### config.mk
export PLATFORM = sky130hd
export DESIGN_NAME = edmrd_queue
export DESIGN_NICKNAME = d
export VERILOG_FILES = /design/src/sv/edmrd_pkg.sv /design/src/sv/edmrd_queue.sv
export SDC_FILE = /design/constraint.sdc
export NUM_CORES = 1
export LEC_CHECK = 0
export ABC_AREA = 1
export BUFFER_PORTS_ARGS = -buffer_cell sky130_fd_sc_hd__buf_2
export CORE_UTILIZATION = 40
export DETAILED_ROUTE_END_ITERATION = 6
export PLACE_DENSITY = 0.65
export SYNTH_ARGS = -nofsm -noshare
export SYNTH_HDL_FRONTEND = slang
export SYNTH_SLANG_ARGS = --single-unit
### constraint.sdc
create_clock -name clk -period 5.6 [get_ports clk]
set_input_delay 1.12 -clock clk [delete_from_list [all_inputs] [get_ports clk]]
set_output_delay 1.12 -clock clk [all_outputs]
set_load 0.01 [all_outputs]
### src/sv/edmrd_pkg.sv
// ----------------------------------------------------------------------------
// edmrd_pkg: shared types and constants of the RGB edge detector
// Payload structs, internal job format, codes and the channel difference.
// ----------------------------------------------------------------------------
package edmrd_pkg;

  localparam int DEF_MAX_WIDTH  = 1024;
  localparam int DEF_MAX_HEIGHT = 1024;

  localparam int CFG_W  = 11;
  localparam int THR_W  = 8;
  localparam int CIDX_W = 2;

  localparam logic [CIDX_W-1:0] REG_THRESHOLD    = 2'd0;
  localparam logic [CIDX_W-1:0] REG_FRAME_WIDTH  = 2'd1;
  localparam logic [CIDX_W-1:0] REG_FRAME_HEIGHT = 2'd2;

  localparam logic [THR_W-1:0] THRESHOLD_RST    = 8'd0;
  localparam logic [CFG_W-1:0] FRAME_WIDTH_RST  = 11'd640;
  localparam logic [CFG_W-1:0] FRAME_HEIGHT_RST = 11'd480;

  localparam logic ACT_PIXEL = 1'b0;
  localparam logic ACT_FLUSH = 1'b1;

  localparam logic [23:0] BLACK = 24'h000000;
  localparam logic [23:0] WHITE = 24'hFFFFFF;

  // Micro-operations from the front to its gather stage.
  localparam logic [1:0] OP_PIX = 2'd0;
  localparam logic [1:0] OP_WIN = 2'd1;
  localparam logic [1:0] OP_CAP = 2'd2;

  localparam int QDEPTH = 4;
  localparam int QPW    = 2;
  localparam int QCW    = 3;

  typedef logic [23:0] pixel_t;
  typedef pixel_t [2:0] col_t;   // index 0 top, 1 middle, 2 bottom
  typedef col_t [2:0] blk_t;     // index 0 left, 1 centre, 2 right

  typedef struct packed {
    logic   action;
    pixel_t rgb_pixel;
  } in_item_t;

  typedef struct packed {
    pixel_t out_pixel;
    logic   is_edge;
    logic   last_of_frame;
  } out_item_t;

  typedef struct packed {
    logic left_ok;
    logic right_ok;
    logic top_ok;
    logic bot_ok;
    logic last;
  } nb_flags_t;

  typedef struct packed {
    blk_t      blk;
    nb_flags_t flags;
  } job_t;

  typedef struct packed {
    logic [1:0] op;
    logic       give;
    logic       view_post;
    logic [1:0] cap_idx;
    pixel_t     pix;
    nb_flags_t  flags;
  } s2_op_t;

  function automatic logic [7:0] chan_diff(input pixel_t a, input pixel_t b);
    logic [7:0] best;
    logic [7:0] x;
    logic [7:0] y;
    logic [7:0] d;
    best = 8'd0;
    for (int s = 0; s < 3; s++) begin
      x = a[s*8 +: 8];
      y = b[s*8 +: 8];
      d = (x > y) ? (x - y) : (y - x);
      if (d > best) best = d;
    end
    return best;
  endfunction

endpackage

### src/sv/edmrd_queue.sv
// ----------------------------------------------------------------------------
// edmrd_queue: short job queue between gather and compare
// Holds complete neighbourhoods so that each side can stall on its own.
// ----------------------------------------------------------------------------
module edmrd_queue (
  input  logic                      clk,
  input  logic                      rst_n,
  input  logic                      push,
  input  edmrd_pkg::job_t           push_job,
  input  logic                      pop,
  output logic                      head_valid,
  output edmrd_pkg::job_t           head_job,
  output logic [edmrd_pkg::QCW-1:0] count
);
  import edmrd_pkg::*;

  job_t           mem_r [QDEPTH];
  logic [QPW-1:0] wr_ptr_r, rd_ptr_r;
  logic [QCW-1:0] count_r;

  always_ff @(posedge clk) begin
    if (!rst_n) begin
      wr_ptr_r <= '0;
      rd_ptr_r <= '0;
      count_r  <= '0;
    end else begin
      if (push) wr_ptr_r <= wr_ptr_r + QPW'(1);
      if (pop)  rd_ptr_r <= rd_ptr_r + QPW'(1);
      count_r <= count_r + QCW'(push) - QCW'(pop);
    end
  end

  always_ff @(posedge clk) begin
    if (push) mem_r[wr_ptr_r] <= push_job;
  end

  assign head_valid = count_r != '0;
  assign head_job   = mem_r[rd_ptr_r];
  assign count      = count_r;

`ifndef NO_ASSERTIONS
  a_no_overflow: assert property (@(posedge clk) disable iff (!rst_n)
    push |-> (count_r < QCW'(QDEPTH)))
    else $error("job queue overflow");
  a_no_underflow: assert property (@(posedge clk) disable iff (!rst_n)
    pop |-> (count_r != '0))
    else $error("job queue underflow");
`endif

endmodule

==> results of run 1 <==
==> synth_stat cells <==
master,count,area (um^2)
a21oi_1,227,1140
buf_2,131,656
buf_4,4,30.0
buf_6,2,22.5
clkbuf_1,10,37.5
dfxtp_1,9,180
edfxtp_1,884,26500
fa_1,1,20.0
ha_1,6,75.1
inv_1,457,1720
nand2_1,452,1700
nand3_1,2,10.0
nor2_1,1,3.75
o211ai_1,221,1660
o21ai_0,225,1130
==> how the worst min path moves through the flow <==
stage	end	slack [ns]	from	cells past startpoint
3_5_place_dp	register	0.45	rd_ptr_r[1]$_SDFFE_PN0P_	2
4_1_cts	register	0.46	rd_ptr_r[1]$_SDFFE_PN0P_	2
2_1_floorplan	register	0.44	rd_ptr_r[1]$_SDFFE_PN0P_	2
5_1_grt	register	0.48	rd_ptr_r[1]$_SDFFE_PN0P_	2
3_3_place_gp	register	0.44	rd_ptr_r[1]$_SDFFE_PN0P_	2
6_report	register	0.45	rd_ptr_r[1]$_SDFFE_PN0P_	2
==> worst max-delay path: stages (launching register included) <==
cell and delay (ns):
dfxtp_4 0.88, buf_12 0.59, a21oi_1 0.13, o21ai_0 0.12
nand2_1 0.13, buf_2 0.16
==> cell type report <==
class,instances,area share
tap,1144,0.0348
sequential,893,0.650
antenna,13,0.000791
multi-input combinational,1135,0.139
clock inverter,54,0.0101
clock buffer,112,0.0588
timing repair buffer,481,0.0644
inverter,457,0.0421
==> state kept, by name (all words and copies together), names as in the netlist, named ones only <==
signal	count
mem_r	884
rd_ptr_r	2
count	3
wr_ptr_r	2
==> where the power goes <==
group          internal (mW)  switching [mW]  leakage, nW
Sequential              7.65          0.0684         8.20
Clock                   3.15            2.51         1.38
Combinational          0.429           0.902         6.21
==> through the flow <==
step	hold WS, ns	worst slack (ns)	std cells
4_1_cts	0.456	1.64	4276
2_1_floorplan	0.436	0.713	2632
3_5_place_dp	0.446	2.35	4110
6_report	0.449	1.76	4289
5_1_grt	0.481	1.48	4287
3_3_place_gp	0.439	2.35	4110
==> placed cells by master (no fill, tap or decap), drive strengths merged <==
master | Yosys | layout
buf | 137 | 481
clkinv | 0 | 46
nand2 | 452 | 452
o211ai | 221 | 221
ha | 6 | 6
nor2 | 1 | 1
a21oi | 227 | 227
nand3 | 2 | 2
clkinvlp | 0 | 7
fa | 1 | 1
o21ai | 225 | 225
inv | 457 | 457
diode | 0 | 13
dfxtp | 9 | 9
clkbuf | 10 | 112
edfxtp | 884 | 884
bufinv | 0 | 1
==> logic make-up (layout without fill, tap and decap cells) <==
group | after synthesis | in the layout | synth area share
and+or+nand+nor | 455 | 455 | 0.0490
AOI/OAI and AO/OA | 673 | 673 | 0.112
DFF | 893 | 893 | 0.765
buffers and inverters | 604 | 1104 | 0.0705
other | 0 | 13 | 0
adders and majority gates | 7 | 7 | 0.00272
==> routing by layer <==
layer | global-route usage | up-vias
li1 | - | 10100
met2 | 0.275 | 444
met1 | 0.192 | 9840
met4 | 0.0614 | 26
met5 | 0 | -
met3 | 0.0368 | 147
==> results.md, run 1 <==
* Met2 wire length at 36.6 mm
* CTS tree: yes
* Die ar. at 0.0885 mm^2
* First drt pass iteration count at 5
* CTS buffer count at 93
* Slew margin rel. at 0.287
* Die width at 297 um
* Worst vdd ir at 277 uV
* P_leak at 15.8 nW
* Via count at 20500
* Core Region at 0.0858 mm^2
* Fraction of layout cells with a size suffix above 1 at 0.196
* Post-route ant nets at 0
* Core Util, Final at 0.479
* Synthesized flop and latch total at 893
* Endpoint type of the worst setup path: primary output
* Layout fillers at 7388
* Final wirelength at 72.0 mm
* FF/Latch Area at 0.0267 mm^2
* Worst-Skew Late Latency at 0.65 ns
* Root Driver: clkbuf_16
* Syn Std Cell Area at 0.0349 mm^2
* Clk_skew at 0.0255 ns
* Cell count after synthesis at 2632
* Hold WC Path Type: register to register
* Power density cells at 358 mW/mm^2
* Worst r2r src: wr_ptr_r[1]$_SDFFE_PN0P_
* Post-synthesis sequential area ratio at 0.765
* Synthesized area per cell at 13.3 um^2
* Buffers on Ports at 449
* Global-route wire length before repair at 109 mm
* Longest Clk Path Bufs at 3
* RSZ-0062 raised after global routing: no
* Total Nets Final at 3293
* DRT iter0 DRCs at 1249
* Metal3 WL at 3.81 mm
* Worst setup SP type: register
* Area occupied by multi-input gates at 0.00573 mm^2
* Htree depth at 3
* Critical Path Sink: head_job[210]
* Fmax at 260 MHz
* Clock Pin Slew Worst Setup and Hold Paths at 0.06 ns
* Vias per cell at 4.79
* Area grow syn2layout at 17.8%
* Post-CTS Setup Bufs at 0
* Num rows at 107
* Distinct cells, synth at 15
* Reg2reg end: mem_r[1][154]$_DFFE_PP_
* Fin. Hold Viols at 0
* All-Layer GR Usage at 0.159
* I/O pin cnt at 450
* Critical Path RT at 4.48 ns
* Post-DP HPWL at 43.6 mm
* Worst setup path category: register to primary output
* Placer Congestion at 0.756
* Worst reg2reg path depth at 5
* Final setup viols at 0
* Critical path data arrival time at 2.72 ns
* Largest net degree at the start of global routing at 181
* Max Cap Viol at 0
* Mapped Nets at 2864
* Least-Margin Pin Slew at 1.07 ns
* Metal-1 WL at 29.3 mm
* Flop2flop setup slack at 3.04 ns
* Initial Util at 0.407
* Post-DR wirelength/cell at 16.8 um
* Fin crit share at 0.686
* Final instance area at 0.0411 mm^2
* Placed Area at 0.0383 mm^2
* Yosys warning count at 0
* Period minus WS final at 3.84 ns
* Clock sink total at 893
* Highest routed layer: met5
* Post-CTS sizing at 0
* Design Power at 14.7 mW
* Status: completed
* Overflow after GRT at 0
* Setup_tns at 0 ns
* # hold bufs at CTS at 0
* Die height at 297 um
* Antenna violations before repair at 28
* DRC violations left at 0
* Vias in the first global route at 19400
* Final Max Tran Viols at 0
* Crit path max fanout at 173
Note: power is estimated with default switching activity, not from simulation.
==> inputs of run 2 (changes only) <==
==> constraint.sdc (replaced) <==
create_clock -name clk -period 3.5 [get_ports clk]
set_input_delay 0.7 -clock clk [delete_from_list [all_inputs] [get_ports clk]]
set_output_delay 0.7 -clock clk [all_outputs]
set_load 0.01 [all_outputs]
==> run 2 against run 1 <==
Register-to-register slack got worse by 1.5 ns. Non-clock buffer count rose by 43. Clock skew hardly changed. Highest routed layer unchanged. Die area stayed put. Via count up 0.57%. Largest cell class unchanged. Total power is 63% higher. Cell count is 1.0% higher. Wire length up 1.8%. Utilization rose by 0.89 points. Hold slack got worse by 0.18 ns. Flip-flop and latch count unchanged.
==> results.md, run 2 (same netlist as run 1, synthesis figures left out) <==
* Status: completed
* I/O pin cnt at 450
* Largest Register: mem_r
* DRT iter0 DRCs at 1232
* Buffers on Ports at 449
* Fraction of layout cells with a size suffix above 1 at 0.207
* Global-route wire length before repair at 113 mm
* Post-CTS Setup Bufs at 0
* Commonest non-fill, non-tap cell in the layout: edfxtp_1
* Fin. Hold Viols at 0
* # hold bufs at CTS at 0
* Highest routed layer: met5
* Metal-1 WL at 29.8 mm
* Clock Pin Slew Worst Setup and Hold Paths at 0.05 ns
* Least-Margin Pin Slew at 0.649 ns
* Core Region at 0.0858 mm^2
* Clk_skew at 0.0256 ns
* Critical path data arrival time at 2.46 ns
* Root Driver: clkbuf_16
* Largest net degree at the start of global routing at 139
* Post-DR wirelength/cell at 16.9 um
* Period minus WS final at 3.16 ns
* DRC violations left at 0
* Crit path max fanout at 80
* Fin crit share at 0.904
* Post-route ant nets at 0
* Hold WC Path Type: input pin to register
* Overflow after GRT at 0
* Via count at 20600
* Endpoint type of the worst setup path: primary output
* Fin cells at 4332
* Longest Clk Path Bufs at 3
* Max Cap Viol at 0
* Die ar. at 0.0885 mm^2
* Post-CTS sizing at 0
* P_leak at 16.1 nW
* Vias per cell at 4.77
* Final setup viols at 0
* Clock sink total at 893
* Worst setup path category: register to primary output
* Core Util, Final at 0.488
* Worst-Skew Late Latency at 0.65 ns
* Worst vdd ir at 475 uV
* Slew margin rel. at 0.567
* Placed Area at 0.0389 mm^2
* Area grow syn2layout at 20.0%
* CTS buffer count at 93
* Most frequent cells in the layout: edfxtp_1, inv_1, buf_2, nand2_1, a21oi_1
* Met2 wire length at 36.9 mm
* Die height at 297 um
* Total Nets Final at 3336
* Critical Path RT at 2.80 ns
* RSZ-0062 raised after global routing: no
* Antenna violations before repair at 24
* Post-DP HPWL at 47.2 mm
* Die width at 297 um
* Fmax at 316 MHz
* Final wirelength at 73.3 mm
* All-Layer GR Usage at 0.164
* Max FFs per register at 884
* Worst setup SP type: register
* Htree depth at 3
* Inst Count DP at 4153
* Initial Util at 0.407
* Num rows at 107
* Power density cells at 573 mW/mm^2
* Vias in the first global route at 19900
* Metal3 WL at 4.04 mm
* Placer Congestion at 0.771
* CTS tree: yes
* Final Max Tran Viols at 0
* Final instance area at 0.0419 mm^2
* First drt pass iteration count at 5
-- run 2: power breakdown --
part,total [mW],internal [mW],switching (mW)
clock,9.42,5.41,4.00
combinational,2.26,0.765,1.49
sequential,12.3,12.2,0.103
-- run 2: metrics by stage --
stage	setup TNS [ns]	setup slack (ns)	power, mW	hold WS [ns]
after floorplan	-807.99	-0.917	13.8	0.436
after global placement	0	1.06	14.8	0.435
after detailed placement	0	1.01	14.9	0.448
after CTS	0	0.273	24.3	0.203
after global routing	0	0.128	24.9	0.228
final	0	0.337	24.0	0.265
-- run 2: worst max-delay path, cell delays in order, from the launching register on --
cell	delay, ns
dfxtp_4	0.59
buf_12	0.30
buf_12	0.30
a21oi_1	0.13
o21ai_0	0.11
nand2_1	0.12
buf_2	0.16
-- run 2: final timing paths --
path	endpoint	start	slack (ns)	depth (start not counted)
worst min-delay path	mem_r[1][205]$_DFFE_PP_	push_job[205]	0.26	1
worst max register to register	mem_r[1][130]$_DFFE_PP_	wr_ptr_r[1]$_SDFFE_PN0P_	1.52	6
worst min register to register	register	rd_ptr_r[1]$_SDFFE_PN0P_	0.45	2
worst max-delay path	head_job[209]	register	0.34	6
-- run 2: routing by layer --
metal  vias up  GRT usage
met4        18     0.0709
met3       142     0.0388
met5         -          0
met1      9849      0.200
li1      10200          -
met2       471      0.277
-- run 2: final cells by class --
class | count | area (um^2)
antenna | 15 | 37.5
clock buffer | 124 | 2490
clock inverter | 40 | 442
fill | 7317 | 43900
inverter | 457 | 1730
multi-input combinational | 1135 | 5800
sequential | 893 | 26700
tap | 1144 | 1430
timing repair buffer | 524 | 3240
