[src/sv/edmrd_pkg.sv]
// ----------------------------------------------------------------------------
// edmrd_pkg: shared types and constants of the RGB edge detector
// Payload structs, internal job format, codes and the channel difference.
// ----------------------------------------------------------------------------
package edmrd_pkg;

  localparam int DEF_MAX_WIDTH  = 1024;
  localparam int DEF_MAX_HEIGHT = 1024;

  localparam int CFG_W  = 11;
  localparam int THR_W  = 8;
  localparam int CIDX_W = 2;

  localparam logic [CIDX_W-1:0] REG_THRESHOLD    = 2'd0;
  localparam logic [CIDX_W-1:0] REG_FRAME_WIDTH  = 2'd1;
  localparam logic [CIDX_W-1:0] REG_FRAME_HEIGHT = 2'd2;

  localparam logic [THR_W-1:0] THRESHOLD_RST    = 8'd0;
  localparam logic [CFG_W-1:0] FRAME_WIDTH_RST  = 11'd640;
  localparam logic [CFG_W-1:0] FRAME_HEIGHT_RST = 11'd480;

  localparam logic ACT_PIXEL = 1'b0;
  localparam logic ACT_FLUSH = 1'b1;

  localparam logic [23:0] BLACK = 24'h000000;
  localparam logic [23:0] WHITE = 24'hFFFFFF;

  // Micro-operations from the front to its gather stage.
  localparam logic [1:0] OP_PIX = 2'd0;
  localparam logic [1:0] OP_WIN = 2'd1;
  localparam logic [1:0] OP_CAP = 2'd2;

  localparam int QDEPTH = 4;
  localparam int QPW    = 2;
  localparam int QCW    = 3;

  typedef logic [23:0] pixel_t;
  typedef pixel_t [2:0] col_t;   // index 0 top, 1 middle, 2 bottom
  typedef col_t [2:0] blk_t;     // index 0 left, 1 centre, 2 right

  typedef struct packed {
    logic   action;
    pixel_t rgb_pixel;
  } in_item_t;

  typedef struct packed {
    pixel_t out_pixel;
    logic   is_edge;
    logic   last_of_frame;
  } out_item_t;

  typedef struct packed {
    logic left_ok;
    logic right_ok;
    logic top_ok;
    logic bot_ok;
    logic last;
  } nb_flags_t;

  typedef struct packed {
    blk_t      blk;
    nb_flags_t flags;
  } job_t;

  typedef struct packed {
    logic [1:0] op;
    logic       give;
    logic       view_post;
    logic [1:0] cap_idx;
    pixel_t     pix;
    nb_flags_t  flags;
  } s2_op_t;

  function automatic logic [7:0] chan_diff(input pixel_t a, input pixel_t b);
    logic [7:0] best;
    logic [7:0] x;
    logic [7:0] y;
    logic [7:0] d;
    best = 8'd0;
    for (int s = 0; s < 3; s++) begin
      x = a[s*8 +: 8];
      y = b[s*8 +: 8];
      d = (x > y) ? (x - y) : (y - x);
      if (d > best) best = d;
    end
    return best;
  endfunction

endpackage

[src/sv/edmrd_back.sv]
// ----------------------------------------------------------------------------
// edmrd_back: neighbour difference and threshold decision
// Two pipeline stages: per-neighbour channel differences, then the maximum
// against the threshold into the output register.
// ----------------------------------------------------------------------------
module edmrd_back (
  input  logic                          clk,
  input  logic                          rst_n,
  input  logic [edmrd_pkg::THR_W-1:0]   threshold,
  input  logic                          q_valid,
  input  edmrd_pkg::job_t               q_job,
  output logic                          q_pop,
  output logic                          out_valid,
  input  logic                          out_ready,
  output edmrd_pkg::out_item_t          out_data
);
  import edmrd_pkg::*;

  logic             a_v_r;
  logic [8:0][7:0]  a_d_r;
  logic             a_last_r;
  logic             o_v_r;
  out_item_t        o_r;
  logic [8:0][7:0]  d_nxt;
  logic [7:0]       best;
  logic             edge_hit;
  logic             a_load, o_load;
  logic             en;

  assign o_load = a_v_r && (!o_v_r || out_ready);
  assign a_load = q_valid && (!a_v_r || o_load);
  assign q_pop  = a_load;

  always_comb begin
    for (int k = 0; k < 3; k++) begin
      for (int l = 0; l < 3; l++) begin
        en = (k != 0 || q_job.flags.left_ok) && (k != 2 || q_job.flags.right_ok) &&
             (l != 0 || q_job.flags.top_ok)  && (l != 2 || q_job.flags.bot_ok);
        d_nxt[k*3+l] = en ? chan_diff(q_job.blk[1][1], q_job.blk[k][l]) : 8'd0;
      end
    end
  end

  always_comb begin
    best = 8'd0;
    for (int i = 0; i < 9; i++) begin
      if (a_d_r[i] > best) best = a_d_r[i];
    end
    edge_hit = best > threshold;
  end

  always_ff @(posedge clk) begin
    if (!rst_n) begin
      a_v_r <= 1'b0;
      o_v_r <= 1'b0;
    end else begin
      if (a_load)      a_v_r <= 1'b1;
      else if (o_load) a_v_r <= 1'b0;
      if (o_load)         o_v_r <= 1'b1;
      else if (out_ready) o_v_r <= 1'b0;
    end
  end

  always_ff @(posedge clk) begin
    if (a_load) begin
      a_d_r    <= d_nxt;
      a_last_r <= q_job.flags.last;
    end
    if (o_load) begin
      o_r.out_pixel     <= edge_hit ? BLACK : WHITE;
      o_r.is_edge       <= edge_hit;
      o_r.last_of_frame <= a_last_r;
    end
  end

  assign out_valid = o_v_r;
  assign out_data  = o_r;

endmodule

[config.mk]
export PLATFORM = sky130hd
export DESIGN_NAME = edmrd_back
export DESIGN_NICKNAME = d
export VERILOG_FILES = /design/src/sv/edmrd_pkg.sv /design/src/sv/edmrd_back.sv
export SDC_FILE = /design/constraint.sdc
export NUM_CORES = 1
export LEC_CHECK = 0
export BUFFER_PORTS_ARGS = -buffer_cell sky130_fd_sc_hd__buf_2
export CAP_MARGIN = 20
export CORE_MARGIN = 1.5
export CORE_UTILIZATION = 45
export CTS_CLUSTER_SIZE = 14
export DETAILED_ROUTE_END_ITERATION = 10
export PLACE_DENSITY_LB_ADDON = 0.15
export SLEW_MARGIN = 5
export SYNTH_ARGS = -nofsm -noshare
export SYNTH_HDL_FRONTEND = slang
export SYNTH_SLANG_ARGS = --single-unit
export TNS_END_PERCENT = 20
[constraint.sdc]
create_clock -name clk -period 14.1 [get_ports clk]
set_input_delay 0.705 -clock clk [delete_from_list [all_inputs] [get_ports clk]]
set_output_delay 0.705 -clock clk [all_outputs]
set_load 0.01 [all_outputs]
==> results of run 1 <==
==> kinds of logic after synthesis <==
kind of cell,synth area share
adders and majority gates,0.3286
xor gates and xnor gates,0.05237
and+or+nand+nor,0.1169
AOI/OAI and AO/OA,0.2302
muxes,0.09952
DFF,0.08767
buffers and inverters,0.08477
==> per-layer routing <==
layer | up-vias | routed length [um]
met3 | 101 | 3854
met2 | 634 | 33510
met5 | - | 13
met1 | 10190 | 36400
li1 | 10850 | -
met4 | 2 | 2244
==> power breakdown <==
group | switching [mW] | internal (mW) | total (mW)
Sequential | 0.0556 | 0.354 | 0.410
Clock | 0.0929 | 0.137 | 0.230
Combinational | 3.31 | 2.52 | 5.83
Total | 3.46 | 3.02 | 6.47
==> synthesized netlist by cell type, types with 22 or more instances <==
cell type / instances / area (um2)
ha_1: 547 / 6844
inv_1: 430 / 1614
a21oi_1: 243 / 1216
mux2i_1: 175 / 1752
o21ai_0: 161 / 805.8
a21o_1: 156 / 1171
nand2_1: 136 / 510.5
nor2_1: 131 / 491.7
xnor2_1: 99 / 867.1
edfxtp_1: 68 / 2042
nor2b_1: 65 / 406.6
nand3_1: 58 / 290.3
mux2_2: 53 / 596.8
fa_1: 48 / 960.9
clkbuf_1: 46 / 172.7
o21a_1: 43 / 322.8
xor2_1: 43 / 376.6
nand4_1: 42 / 262.8
nand2b_1: 39 / 244.0
o21bai_1: 36 / 270.3
a211oi_1: 29 / 217.7
buf_4: 24 / 180.2
and2_1: 22 / 137.6
nor3_1: 22 / 110.1
==> sequential cells by signal (all words and copies together) (netlist names) <==
signal	count
out_data	3
a_d_r	64
a_last_r	1
out_valid	1
a_v_r	1
==> path summary, 6_finish.rpt <==
| kind | end | slack, ns | cells past startpoint |
|---|---|---|---|
| hold / removal | out_data[0] | 0.42 | 0 |
| hold reg to reg | out_data[0] | 0.42 | 0 |
| setup / recovery | out_data[1] | 1.04 | 70 |
| setup reg to reg | out_data[1] | 1.04 | 70 |
==> through the flow <==
| step | util | setup slack, ns | cells | hold slack (ns) |
|---|---|---|---|---|
| after floorplan | - | 2.044 | 2953 | 0.4003 |
| after global placement | 0.4907 | 0.8963 | 3842 | 0.4221 |
| after detailed placement | 0.4907 | 0.4612 | 3842 | 0.4065 |
| after CTS | 0.4964 | 0.3331 | 3858 | 0.4198 |
| after global routing | 0.4986 | -0.02839 | 3874 | 0.4279 |
| final | 0.4986 | 1.036 | 3874 | 0.4179 |
==> cell type report <==
| type | instances | area (um2) | area share |
|---|---|---|---|
| multi-input cells | 2374 | 19700 | 0.7549 |
| flip-flops and latches | 70 | 2082 | 0.07978 |
| inverters | 430 | 1614 | 0.06185 |
| repair buffers | 290 | 1526 | 0.05849 |
| well taps | 688 | 860.8 | 0.03298 |
| clock buffers | 9 | 225.2 | 0.008630 |
| clock inverters | 7 | 73.82 | 0.002829 |
| diodes | 6 | 15.01 | 0.0005753 |
==> what timing repair did <==
item | 4_1_cts | 5_1_grt
setup endpoints to repair | 0 | 2
resized for setup | 0 | 10
hold endpoints to repair | 0 | 0
buffers inserted | 0 | 5
hold buffers | 0 | 0
==> flow_metrics.env, run 1 <==
export IMPL_required_ns=14.19
export IMPL_synth_fp_nets=3781
export IMPL_grt_ovfl_total=0
export IMPL_outcome="completed"
export IMPL_fmax_ghz=0.07655
export IMPL_globalplace_congestion=0.9116
export IMPL_vias_per_cell=5.622
export IMPL_synth_edf_count=68
export IMPL_maxCapViolCount=0
export IMPL_synth_seq_area_share=0.08767
export IMPL_dieArea_um2=54160
export IMPL_wl_um=76020
export IMPL_hold_path_class="reg2reg"
export IMPL_synth_async_reset_ratio=0
export IMPL_power_mw=6.475
export IMPL_dpl_cell_area_um2=25680
export IMPL_area_growth_pct=9.889
export IMPL_h_tree_depth=3
export IMPL_filler_cell_count=5146
export IMPL_clk_latency_ns=0.35
export IMPL_synthFlopType="edfxtp_1"
export IMPL_crit_fanout=13
export IMPL_num_rows=84
export IMPL_start_kind="register"
export IMPL_grt_total_usage=0.2736
export IMPL_hold_start="a_last_r"
export IMPL_period_share=0.9265
export IMPL_grt_use_met1=0.3879
export IMPL_clk_pin_slew_worst_paths_ns=0.06
export IMPL_io_pins=261
export IMPL_setup_violations=0
export IMPL_netlist_instances=2953
export IMPL_clock_root_buffer="clkbuf_16"
export IMPL_grt_first_pass_wirelength_um=114500
export IMPL_finalMaxSlewViolations=0
export IMPL_clock_tree_buffer_depth=2
export IMPL_vias=21780
export IMPL_drt_iter0_markers=1577
export IMPL_use_met3=0.02512
export IMPL_layout_drive_gt1_share=0.1270
export IMPL_synth_avg_cell_area_um2=8.042
export IMPL_endpoint_kind="register"
export IMPL_hold_viol=0
export IMPL_setup_worst_path_class="reg2reg"
export IMPL_place_hpwl_um=64900
export IMPL_cp_top_family="compound AO/OA/AOI/OAI gates"
export IMPL_synth_area_um2=23750
export IMPL_first_pass_iters=5
export IMPL_final_area_um2=26100
export IMPL_ys_types=74
export IMPL_r2r_start="a_d_r[5]"
export IMPL_maxSlewHeadroom=0.2936
export IMPL_die_x_um=232.7
export IMPL_cp_common_cell="o21ai_0"
export IMPL_path_buf_inv=5
export IMPL_ys_ff_latch=70
export IMPL_slowest_delay_ns=0.41
export IMPL_detail_route_antenna_nets=0
export IMPL_fin_nets=4003
export IMPL_core_um2=52340
export IMPL_dieHeight_um=232.7
export IMPL_cts_sinks=70
export IMPL_cts_buffers=9
export IMPL_grt_max_degree=66
export IMPL_worst_pin_slew_ns=1.052
export IMPL_ir_drop_v=0.0003791
export IMPL_top_usage_layer="met2"
export IMPL_power_density_nw_per_um2=248.1
export IMPL_cts_tree="done"
export IMPL_layout_commonest_cell="ha_1"
export IMPL_drc_errors=0
export IMPL_layout_common_cells="ha_1, inv_1, buf_2, a21oi_1, mux2i_1"
export IMPL_antenna_found_initial=8
export IMPL_avgRoutedWirePerCell_um=19.62
export IMPL_grtUsageMet2=0.4342
export IMPL_start_util=0.4537
export IMPL_cpMaxStageDelayCell="edfxtp_1"
export IMPL_finalSetupTns_ns=0
export IMPL_final_setup_skew_ns=0.008620
export IMPL_period_minus_slack_ns=13.06
export IMPL_cp_arrival_ns=13.16
export IMPL_port_buffers=260
export IMPL_p_leak_nw=13.93
export IMPL_yosys_warnings=0
export IMPL_grt_pass1_vias=20610
export IMPL_setup_worst_path_start="a_d_r[5]"
Power figures use the tool's default switching activity.
==> inputs of run 2 (changes only) <==
--- a/config.mk
+++ b/config.mk
@@ -7,8 +7,10 @@
 export LEC_CHECK = 0
 export BUFFER_PORTS_ARGS = -buffer_cell sky130_fd_sc_hd__buf_2
 export CAP_MARGIN = 20
+export CELL_PAD_IN_SITES_DETAIL_PLACEMENT = 0
+export CELL_PAD_IN_SITES_GLOBAL_PLACEMENT = 2
 export CORE_MARGIN = 1.5
-export CORE_UTILIZATION = 45
+export CORE_UTILIZATION = 37
 export CTS_CLUSTER_SIZE = 14
 export DETAILED_ROUTE_END_ITERATION = 10
 export PLACE_DENSITY_LB_ADDON = 0.15
==> run 2 against run 1 <==
Net effect:
- total power up 1.4%
- via count down 1.5%
- maximum frequency up 0.28%
- first-iteration DRC count down 29%
- die area up 21%
- clock skew down 0.00086 ns
- sequential share of layout area down 0.064 points
- setup slack better by 0.036 ns
- design area up 0.81%
- highest routed layer is now met4
==> flow_metrics.env, run 2 (same netlist as run 1, synthesis figures left out) <==
export IMPL_avgRoutedWirePerCell_um=19.74
export IMPL_hold_path_depth=0
export IMPL_dieHeight_um=256.4
export IMPL_cpMaxStageDelayCell="nor3_1"
export IMPL_grtUsageMet2=0.3880
export IMPL_maxSlewHeadroom=0.2793
export IMPL_first_pass_iters=5
export IMPL_clock_root_buffer="clkbuf_16"
export IMPL_worst_pin_slew_ns=1.074
export IMPL_core_um2=63310
export IMPL_drc_errors=0
export IMPL_power_mw=6.568
export IMPL_setup_violations=0
export IMPL_finalMaxSlewViolations=0
export IMPL_hold_viol=0
export IMPL_hold_start="a_last_r"
export IMPL_layout_cells_non_filler=4026
export IMPL_setup_slack_ns=1.072
export IMPL_cts_tree="done"
export IMPL_h_tree_depth=3
export IMPL_setup_worst_path_class="reg2reg"
export IMPL_cp_arrival_ns=13.13
export IMPL_power_density_nw_per_um2=249.6
export IMPL_setup_worst_path_start="a_d_r[5]"
export IMPL_vias=21440
export IMPL_layout_commonest_cell="ha_1"
export IMPL_detail_route_antenna_nets=0
export IMPL_dieArea_um2=65720
export IMPL_grt_first_pass_wirelength_um=121200
export IMPL_period_minus_slack_ns=13.03
export IMPL_fmax_ghz=0.07676
export IMPL_start_util=0.3751
export IMPL_cts_hold_buffers=0
export IMPL_start_kind="register"
export IMPL_grt_max_degree=66
export IMPL_cts_buffers=9
export IMPL_cp_common_cell="o21ai_0"
export IMPL_layout_drive_gt1_share=0.1262
export IMPL_grt_setup_unrepaired="false"
export IMPL_port_buffers=260
export IMPL_finalSetupTns_ns=0
export IMPL_final_area_um2=26310
export IMPL_p_leak_nw=13.94
export IMPL_clock_tree_buffer_depth=2
export IMPL_dpl_cell_area_um2=25860
export IMPL_hold_path_endpoint="out_data[0]"
export IMPL_preCtsSetupSlack_ns=0.3912
export IMPL_top_usage_layer="met2"
export IMPL_required_ns=14.20
export IMPL_grt_pass1_vias=21040
export IMPL_wl_um=79480
export IMPL_largest_reg_flops=64
export IMPL_grt_use_met1=0.3446
export IMPL_area_growth_pct=10.77
export IMPL_vias_per_cell=5.326
export IMPL_regMostFlops="a_d_r"
export IMPL_period_share=0.9239
export IMPL_use_met3=0.009292
export IMPL_r2r_setup_slack_ns=1.07
export IMPL_grt_ovfl_total=0
export IMPL_final_util=0.4155
export IMPL_num_rows=92
export IMPL_die_x_um=256.4
export IMPL_endpoint_kind="register"
export IMPL_drt_iter0_markers=1125
export IMPL_grt_total_usage=0.2348
export IMPL_slowest_delay_ns=0.54
export IMPL_maxCapViolCount=0
export IMPL_hold_path_class="reg2reg"
export IMPL_r2r_start="a_d_r[5]"
export IMPL_layout_common_cells="ha_1, inv_1, buf_2, a21oi_1, mux2i_1"
export IMPL_cts_sinks=70
export IMPL_crit_fanout=13
export IMPL_r2r_end="out_data[24]"
export IMPL_r2r_cells=65
export IMPL_place_hpwl_um=69360
export IMPL_placed_cells=3998
export IMPL_antenna_found_initial=1
export IMPL_clk_latency_ns=0.34
export IMPL_io_pins=261
export IMPL_final_setup_skew_ns=0.007757
export IMPL_ir_drop_v=0.0004920
export IMPL_globalplace_congestion=0.9134
export IMPL_worst_hold_slack_ns=0.4293
export IMPL_outcome="completed"
export IMPL_fin_nets=4000
export IMPL_clk_pin_slew_worst_paths_ns=0.06
## run 2: cell count changes in the layout (fill, tap and decap cells not counted), moves of 2 or more
cell | previous run | this run
buf_4 | 30 | 26
clkinv_2 | 2 | 0
diode_2 | 6 | 3
inv_6 | 1 | 3
o21ai_0 | 157 | 159
o21ai_1 | 18 | 16
## run 2: critical path: cells and delay by family (launching register included)
family	cells	cell delay (ns)
mux	4	1.26
simple gates	9	1.86
buf+inv	8	0.99
compound gates	36	5.92
flops	1	0.40
fa+ha+maj	8	2.34
## run 2: power breakdown
part	total [mW]	leakage, nW	internal, mW	switching [mW]
Sequential	0.411	0.703	0.354	0.0574
Clock	0.251	0.161	0.157	0.0932
Combinational	5.91	13.1	2.53	3.37
Total	6.57	13.9	3.04	3.52
## run 2: metal layers
layer	up-vias	wire, um
li1	10850	-
met5	-	0
met3	35	2102
met4	0	812
met1	10140	40940
met2	423	35630
## run 2: worst max path at each step
stage	cells past startpoint	endpoint
finish	65	out_data[24]
global route	71	out_data[1]
CTS	71	out_data[1]
detailed placement	71	out_data[1]
global placement	71	out_data[1]
floorplan	72	out_data[1]
## run 2: layout make-up
type / instances / area [um2]
inverter: 430 / 1614
fill: 6546 / 37000
tap: 846 / 1059
antenna: 3 / 7.507
multi-input combinational: 2374 / 19700
sequential: 70 / 2082
clock inverter: 7 / 103.9
timing repair buffer: 287 / 1516
clock buffer: 9 / 225.2
## run 2: what timing repair did
item | in CTS | in global routing
setup endpoints to repair | 0 | 2
gates resized for setup | 0 | 9
buffers inserted | 0 | 5
==> inputs of run 3 (changes only) <==
--- a/config.mk
+++ b/config.mk
@@ -9,7 +9,7 @@
 export CAP_MARGIN = 20
 export CELL_PAD_IN_SITES_DETAIL_PLACEMENT = 0
 export CELL_PAD_IN_SITES_GLOBAL_PLACEMENT = 2
-export CORE_MARGIN = 1.5
+export CORE_MARGIN = 2
 export CORE_UTILIZATION = 37
 export CTS_CLUSTER_SIZE = 14
 export DETAILED_ROUTE_END_ITERATION = 10
==> run 3 against run 2 <==
Net effect:
- final cell count hardly changed
- die area is 0.78% higher
- clock power is 8.8% lower
- critical endpoint is now out_data[1]
- largest cell class unchanged
==> flow_metrics.env, run 3 (same netlist as run 1, synthesis figures left out) <==
export IMPL_setup_slack_ns=0.9003
export IMPL_hold_viol=0
export IMPL_hold_path_class="reg2reg"
export IMPL_r2r_cells=72
export IMPL_required_ns=14.20
export IMPL_r2r_setup_slack_ns=0.90
export IMPL_area_growth_pct=10.74
export IMPL_io_pins=261
export IMPL_maxSlewHeadroom=0.2645
export IMPL_grt_ovfl_total=0
export IMPL_preCtsSetupSlack_ns=0.2876
export IMPL_setup_violations=0
export IMPL_h_tree_depth=3
export IMPL_outcome="completed"
export IMPL_hold_path_depth=0
export IMPL_clk_pin_slew_worst_paths_ns=0.07
export IMPL_ir_drop_v=0.0004401
export IMPL_hold_start="a_last_r"
export IMPL_drt_iter0_markers=1287
export IMPL_clk_latency_ns=0.35
export IMPL_place_hpwl_um=69310
export IMPL_finalMaxSlewViolations=0
export IMPL_cts_tree="done"
export IMPL_grt_first_pass_wirelength_um=121300
export IMPL_clock_tree_buffer_depth=2
export IMPL_core_um2=63310
export IMPL_layout_common_cells="ha_1, inv_1, buf_2, a21oi_1, mux2i_1"
export IMPL_drc_errors=0
export IMPL_first_pass_iters=5
export IMPL_hold_path_endpoint="out_data[0]"
export IMPL_num_rows=92
export IMPL_r2r_end="out_data[1]"
export IMPL_port_buffers=260
export IMPL_finalSetupTns_ns=0
export IMPL_detail_route_antenna_nets=0
export IMPL_vias_per_cell=5.318
export IMPL_cp_arrival_ns=13.30
export IMPL_setup_worst_path_class="reg2reg"
export IMPL_r2r_start="a_d_r[5]"
export IMPL_p_leak_nw=13.92
export IMPL_layout_commonest_cell="ha_1"
export IMPL_dieArea_um2=66230
export IMPL_dieHeight_um=257.4
export IMPL_start_util=0.3751
export IMPL_layout_drive_gt1_share=0.1281
export IMPL_fmax_ghz=0.07576
export IMPL_crit_fanout=13
export IMPL_cts_hold_buffers=0
export IMPL_power_mw=6.596
export IMPL_cp_common_cell="o21ai_0"
export IMPL_final_setup_skew_ns=0.01687
export IMPL_period_share=0.9362
export IMPL_cts_sinks=70
export IMPL_avgRoutedWirePerCell_um=19.79
export IMPL_maxCapViolCount=0
export IMPL_endpoint_kind="register"
export IMPL_slowest_delay_ns=0.40
export IMPL_die_x_um=257.4
export IMPL_start_kind="register"
export IMPL_grt_pass1_vias=20860
export IMPL_grt_total_usage=0.2337
export IMPL_vias=21400
export IMPL_cts_buffers=9
export IMPL_period_minus_slack_ns=13.20
export IMPL_grt_max_degree=49
export IMPL_worst_pin_slew_ns=1.096
export IMPL_antenna_found_initial=2
export IMPL_globalplace_congestion=0.9421
export IMPL_regMostFlops="a_d_r"
export IMPL_largest_reg_flops=64
export IMPL_clock_root_buffer="clkbuf_16"
export IMPL_wl_um=79620
export IMPL_fin_nets=4000
export IMPL_power_density_nw_per_um2=250.8
export IMPL_cpMaxStageDelayCell="o21ai_0"
run 3: changes by cell type in the layout (fill, tap and decap cells not counted), moves of 2 or more:
cell	before	now
mux2i_1	175	169
mux2i_2	0	6
clkinv_2	0	2
diode_2	3	1
inv_6	3	1
run 3: area by class of cell:
cell class / count / area, um2
fillers: 6578 / 37010
multi-input cells: 2373 / 19720
flip-flops and latches: 70 / 2082
inverters: 430 / 1614
repair buffers: 288 / 1524
well taps: 846 / 1059
clock buffers: 9 / 225.2
clock inverters: 7 / 73.82
diodes: 1 / 2.502
run 3: per-stage QoR:
step,utilization,hold slack [ns],instances,area [um2]
3_5_place_dp,0.4086,0.4217,3999,25870
6_report,0.4154,0.4353,4024,26300
5_1_grt,0.4154,0.4389,4024,26300
2_1_floorplan,-,0.4003,2953,23750
4_1_cts,0.4134,0.4362,4015,26170
3_3_place_gp,0.4086,0.4077,3999,25870
run 3: what timing repair did:
item                                    in CTS  in global routing
endpoints found under the hold margin        0                  0
setup buffers                                0                  5
gates resized for setup                      0                 15
endpoints found under the setup margin       0                  2
run 3: report_power, final:
part	internal [mW]	switching (mW)
combinational	2.56	3.39
sequential	0.354	0.0584
clock	0.137	0.0916
run 3: worst max path at each step:
| stage | endpoint | slack (ns) | cells past startpoint | startpoint |
|---|---|---|---|---|
| floorplan | out_data[1] | 2.04 | 72 | a_d_r[13] |
| detailed placement | out_data[1] | 0.29 | 72 | a_d_r[1] |
| CTS | out_data[1] | 0.26 | 72 | a_d_r[1] |
| finish | out_data[1] | 0.90 | 72 | a_d_r[5] |
| global route | out_data[1] | -0.03 | 72 | a_d_r[15] |
| global placement | out_data[1] | 0.69 | 71 | a_d_r[1] |
run 3: critical path, delay by kind of cell (launching register included):
| family | cells | cell delay, ns |
|---|---|---|
| AOI/OAI and AO/OA | 45 | 7.66 |
| adders and majority gates | 8 | 2.21 |
| buffers and inverters | 7 | 0.92 |
| DFF | 1 | 0.37 |
| muxes | 2 | 0.60 |
| and+or+nand+nor | 10 | 1.21 |
run 3: routing by layer:
| layer | part of all wire | up-vias | wire length (um) | global-route usage |
|---|---|---|---|---|
| met4 | 0.014 | 0 | 1079 | 0.04014 |
| met3 | 0.032 | 41 | 2576 | 0.01320 |
| met2 | 0.44 | 435 | 35170 | 0.3763 |
| met1 | 0.51 | 10090 | 40790 | 0.3457 |
| met5 | 0 | - | 0 | 0 |
| li1 | - | 10840 | - | - |
